## src/hdl/rfa_ram.sv

```systemverilog
module rfa_ram #(
	parameter int WIDTH = 8,
	parameter int DEPTH = 256
) (
	input  logic                     clk,
	input  logic                     we,
	input  logic [$clog2(DEPTH)-1:0] waddr,
	input  logic [WIDTH-1:0]         wdata,
	input  logic [$clog2(DEPTH)-1:0] raddr,
	output logic [WIDTH-1:0]         rdata
);

	logic [WIDTH-1:0] mem [DEPTH];

	always_ff @(posedge clk) begin
		if (we) begin
			mem[waddr] <= wdata;
		end
		rdata <= mem[raddr];
	end

endmodule

```

## config.mk

```make
export PLATFORM = sky130hd
export DESIGN_NAME = rfa_ram
export DESIGN_NICKNAME = d
export VERILOG_FILES = /design/src/hdl/rfa_ram.sv
export SDC_FILE = /design/constraint.sdc
export NUM_CORES = 2
export LEC_CHECK = 0
export BUFFER_PORTS_ARGS = -buffer_cell sky130_fd_sc_hd__buf_2
export CAP_MARGIN = 20
export CORE_ASPECT_RATIO = 1.1
export CORE_MARGIN = 1
export CORE_UTILIZATION = 46
export CTS_BUF_LIST = sky130_fd_sc_hd__clkbuf_4 sky130_fd_sc_hd__clkbuf_8 sky130_fd_sc_hd__clkbuf_16
export DETAILED_ROUTE_END_ITERATION = 7
export SYNTH_ARGS = -nofsm -noshare
export SYNTH_HDL_FRONTEND = slang
export SYNTH_SLANG_ARGS = --single-unit
```

## constraint.sdc

```tcl
create_clock -name clk -period 3 [get_ports clk]
set_input_delay 0.3 -clock clk [delete_from_list [all_inputs] [get_ports clk]]
set_output_delay 0.3 -clock clk [all_outputs]
set_load 0.05 [all_outputs]
```

==> metrics.md <==
| Metric | Value |
|---|---|
| Skew final | 36.2 ps |
| R2r endpoint | rdata[1] |
| I/O Buffers | 33 |
| Area delta synth->final | 16.5% |
| Clock buffer depth | 3 |
| Final Max Slew Viols | 0 |
| Min-Delay Path Class | in -> reg |
| CP top delay family | buffers and inverters |
| Nets | 4313 |
| Maximum fanout along the worst path | 35 |
| Leakage power | 29.8 nW |
| Async SR Flop Fraction | 0 |
| Filler cells | 13034 |
| H-Tree Depth | 4 |
| Fin crit period | 2760 ps |
| Gr usage total | 0.230 |
| Dpl cells | 6331 |
| CTS Hold Bufs | 6 |
| CTS tree | yes |
| Syn_nets | 3759 |
| Core Area | 171000 µm² |
| Die area | 175000 µm² |
| Antenna Violating Nets Remaining | 0 |
| Cells along the critical path | buf_8 -> buf_12 -> buf_12 -> mux4_2 -> o311ai_0 -> o22ai_1 -> nor4_1 -> buf_4 -> nor4_2 |
| Min-delay src | wdata[4] |
| DR vias | 39968 |
| Number of synthesized register bits | 2056 |
| Clock sinks | 2056 |
| Num CTS Buffers | 202 |
| Setup crit end kind | flip-flop |
| Critical path class | in -> reg |
| Hold Path End | mem[99][4] |
| Worst vdd ir | 0.000589 V |
| Routed wire length | 199000 µm |
| Number of global-route vias before repair | 40508 |
| DRC viols | 0 |
| Synth Cell Area | 79600 µm² |
| Reg area | 61700 µm² |
| Crit path largest cell delay | 980 ps |
| Final std cells w/o fill | 6715 |
| Max Cap Viol | 0 |
| Worst r2r src | mem[101][1] |
| Worst EP required | 3710 ps |
| R2R setup slack | 250 ps |
| Worst-skew pair later-pin latency | 830 ps |
| Mean area per synthesized cell | 21.3 µm² |
| Met1 wire length | 81100 µm |
| DR vias/cell | 5.95 |
| Cts repair resizes | 0 |
| Pwr/cell area | 647 nW/µm² |
| Total iterations of the first detailed-routing run | 7 |
| Starting Density | 0.464 |
| Commonest non-fill, non-tap cell in the layout | edfxtp_1 |
| Worst path most repeated cell | buf_12 |
| Fmax | 362 MHz |
| EDFF count, synth | 2048 |
| Setup Viol. Count Final | 0 |
| Reg2Reg Depth | 9 |
| Antenna violations before repair | 13 |
| Relative slew margins | 0.249 |
| Row count | 159 |
| Total overflow reported by the global router | 0 |
| Chip width | 399 µm |
| Worst-Margin Slew | 1120 ps |
| Ratio of cells with drive above 1 in the final layout | 0.309 |
| CTS root buf | clkbuf_16 |
| CP Launch Type | input port |
| Worst EP arrival | 3480 ps |
| Util after Layout | 0.541 |
| Highest metal used | met5 |
| Iter 0 DRT Violations | 3976 |
| Post-DP HPWL | 127000 µm |
| Post-DR wirelength/cell | 29.6 µm |
| Ys flop type | edfxtp_1 |
| Clock Pin Slew Worst Setup and Hold Paths | 60 ps |
| Critical path buffers and inverters | 4 |
| Levels on crit path | 9 |
| Slowest CP cell | nor4_1 |
| Cell variety after synth | 55 |
| Ys Warns | 0 |
| WL met2 | 98900 µm |
| RSZ-0062 raised after global routing | no |
| Die Ht | 438 µm |
| Result of the run | complete, no violations |
| WHS Path Cells | 1 |
| Largest net degree at the start of global routing | 105 |
| Sequential element share of the synthesized area | 0.775 |
| Total setup buffers inserted after CTS | 0 |
| Fin. Hold Viols | 0 |
| Period Utilization, post-route | 0.922 |
| Most frequent cells in the layout | edfxtp_1 (2048), buf_4 (493), mux4_2 (454) |
| Multi-input logic area | 16500 µm² |
| GP Congestion | 0.851 |
| Routed wl met3 | 13700 µm |
| Io pins | 34 |
| Cells after synthesis | 3733 |
| Global-route wire length before repair | 288000 µm |
worst max-delay path by stage:
| stage | from | end | slack, ps |
|---|---|---|---|
| after detailed placement | raddr[0] | rdata[6] | -590 |
| after CTS | mem[101][1] | rdata[1] | 220 |
| after global routing | raddr[0] | rdata[6] | 140 |
| final | raddr[0] | rdata[6] | 240 |
| after floorplan | raddr[0] | rdata[2] | 760 |
| after global placement | raddr[0] | rdata[0] | -820 |
cell usage after synthesis, types with 5 or more instances:
master	number	area share
and2_1	6	0.00047
buf_6	21	0.0030
buf_4	27	0.0025
edfxtp_1	2048	0.77
nand3_1	34	0.0021
nand4_1	10	0.00079
o22ai_1	28	0.0022
mux2i_1	134	0.017
buf_12	8	0.0020
nor2_1	282	0.013
buf_1	22	0.0010
dfxtp_1	8	0.0020
a22o_1	8	0.00088
nor4_1	24	0.0019
nand2b_1	8	0.00063
buf_8	13	0.0025
buf_2	31	0.0020
clkbuf_1	111	0.0052
o211ai_1	10	0.00094
a221oi_1	13	0.0014
o21ai_0	10	0.00063
mux4_2	454	0.13
nor2b_1	31	0.0024
a211oi_1	16	0.0015
nor3_1	22	0.0014
nand2_1	33	0.0016
a21oi_1	96	0.0060
a22oi_1	133	0.013
o22a_1	5	0.00055
o221ai_1	46	0.0051
per-layer routing:
layer  vias to the layer above  track usage
met1                     21314        0.323
met4                         6       0.0637
met2                      1554        0.377
met5                         -            0
met3                       284       0.0348
li1                      16810            -
report_power, final:
part	internal, mW	leakage (nW)	switching (mW)	total [mW]
registers	31.7	18.5	0.0603	31.7
logic	1.19	8.01	1.98	3.17
clock network	14.4	3.29	10.6	25.1
total	47.3	29.8	12.7	60.0
kinds of logic after synthesis:
group,after synthesis,synth area share
muxes,591,0.146
DFF,2056,0.775
AOI/OAI and AO/OA,385,0.0342
buffers and inverters,235,0.0183
and+or+nand+nor,466,0.0263
state kept, by name, summed over array words and instances, names as in the netlist:
name	flops
mem	2048
rdata	8
stage by stage:
stage / power [mW] / area, µm² / setup slack, ps / hold slack [ps] / setup TNS (ps)
global placement: 35.5 / 85900 / -823 / 681 / -4780
finish: 60.0 / 92600 / 235 / 16.6 / 0
CTS: 60.4 / 92600 / 221 / 21.8 / 0
detailed placement: 35.5 / 86000 / -589 / 685 / -2840
global route: 61.6 / 92600 / 139 / 24.9 / 0
floorplan: 33.9 / 79600 / 762 / 399 / 0
cell type report:
type | instances | area share
flip-flops and latches | 2056 | 0.666
repair buffers | 583 | 0.0546
clock inverters | 122 | 0.0125
diodes | 4 | 0.000108
inverters | 2 | 0.0000810
clock buffers | 252 | 0.0588
multi-input cells | 1442 | 0.178
well taps | 2254 | 0.0304
worst register-to-register path: cells and delay by family, from the launching register on:
kind / cells / cell delay (ps)
DFF: 1 / 360
muxes: 1 / 480
buffers and inverters: 3 / 630
AOI/OAI and AO/OA: 1 / 220
and+or+nand+nor: 4 / 940
(Power assumes the default switching activity.)
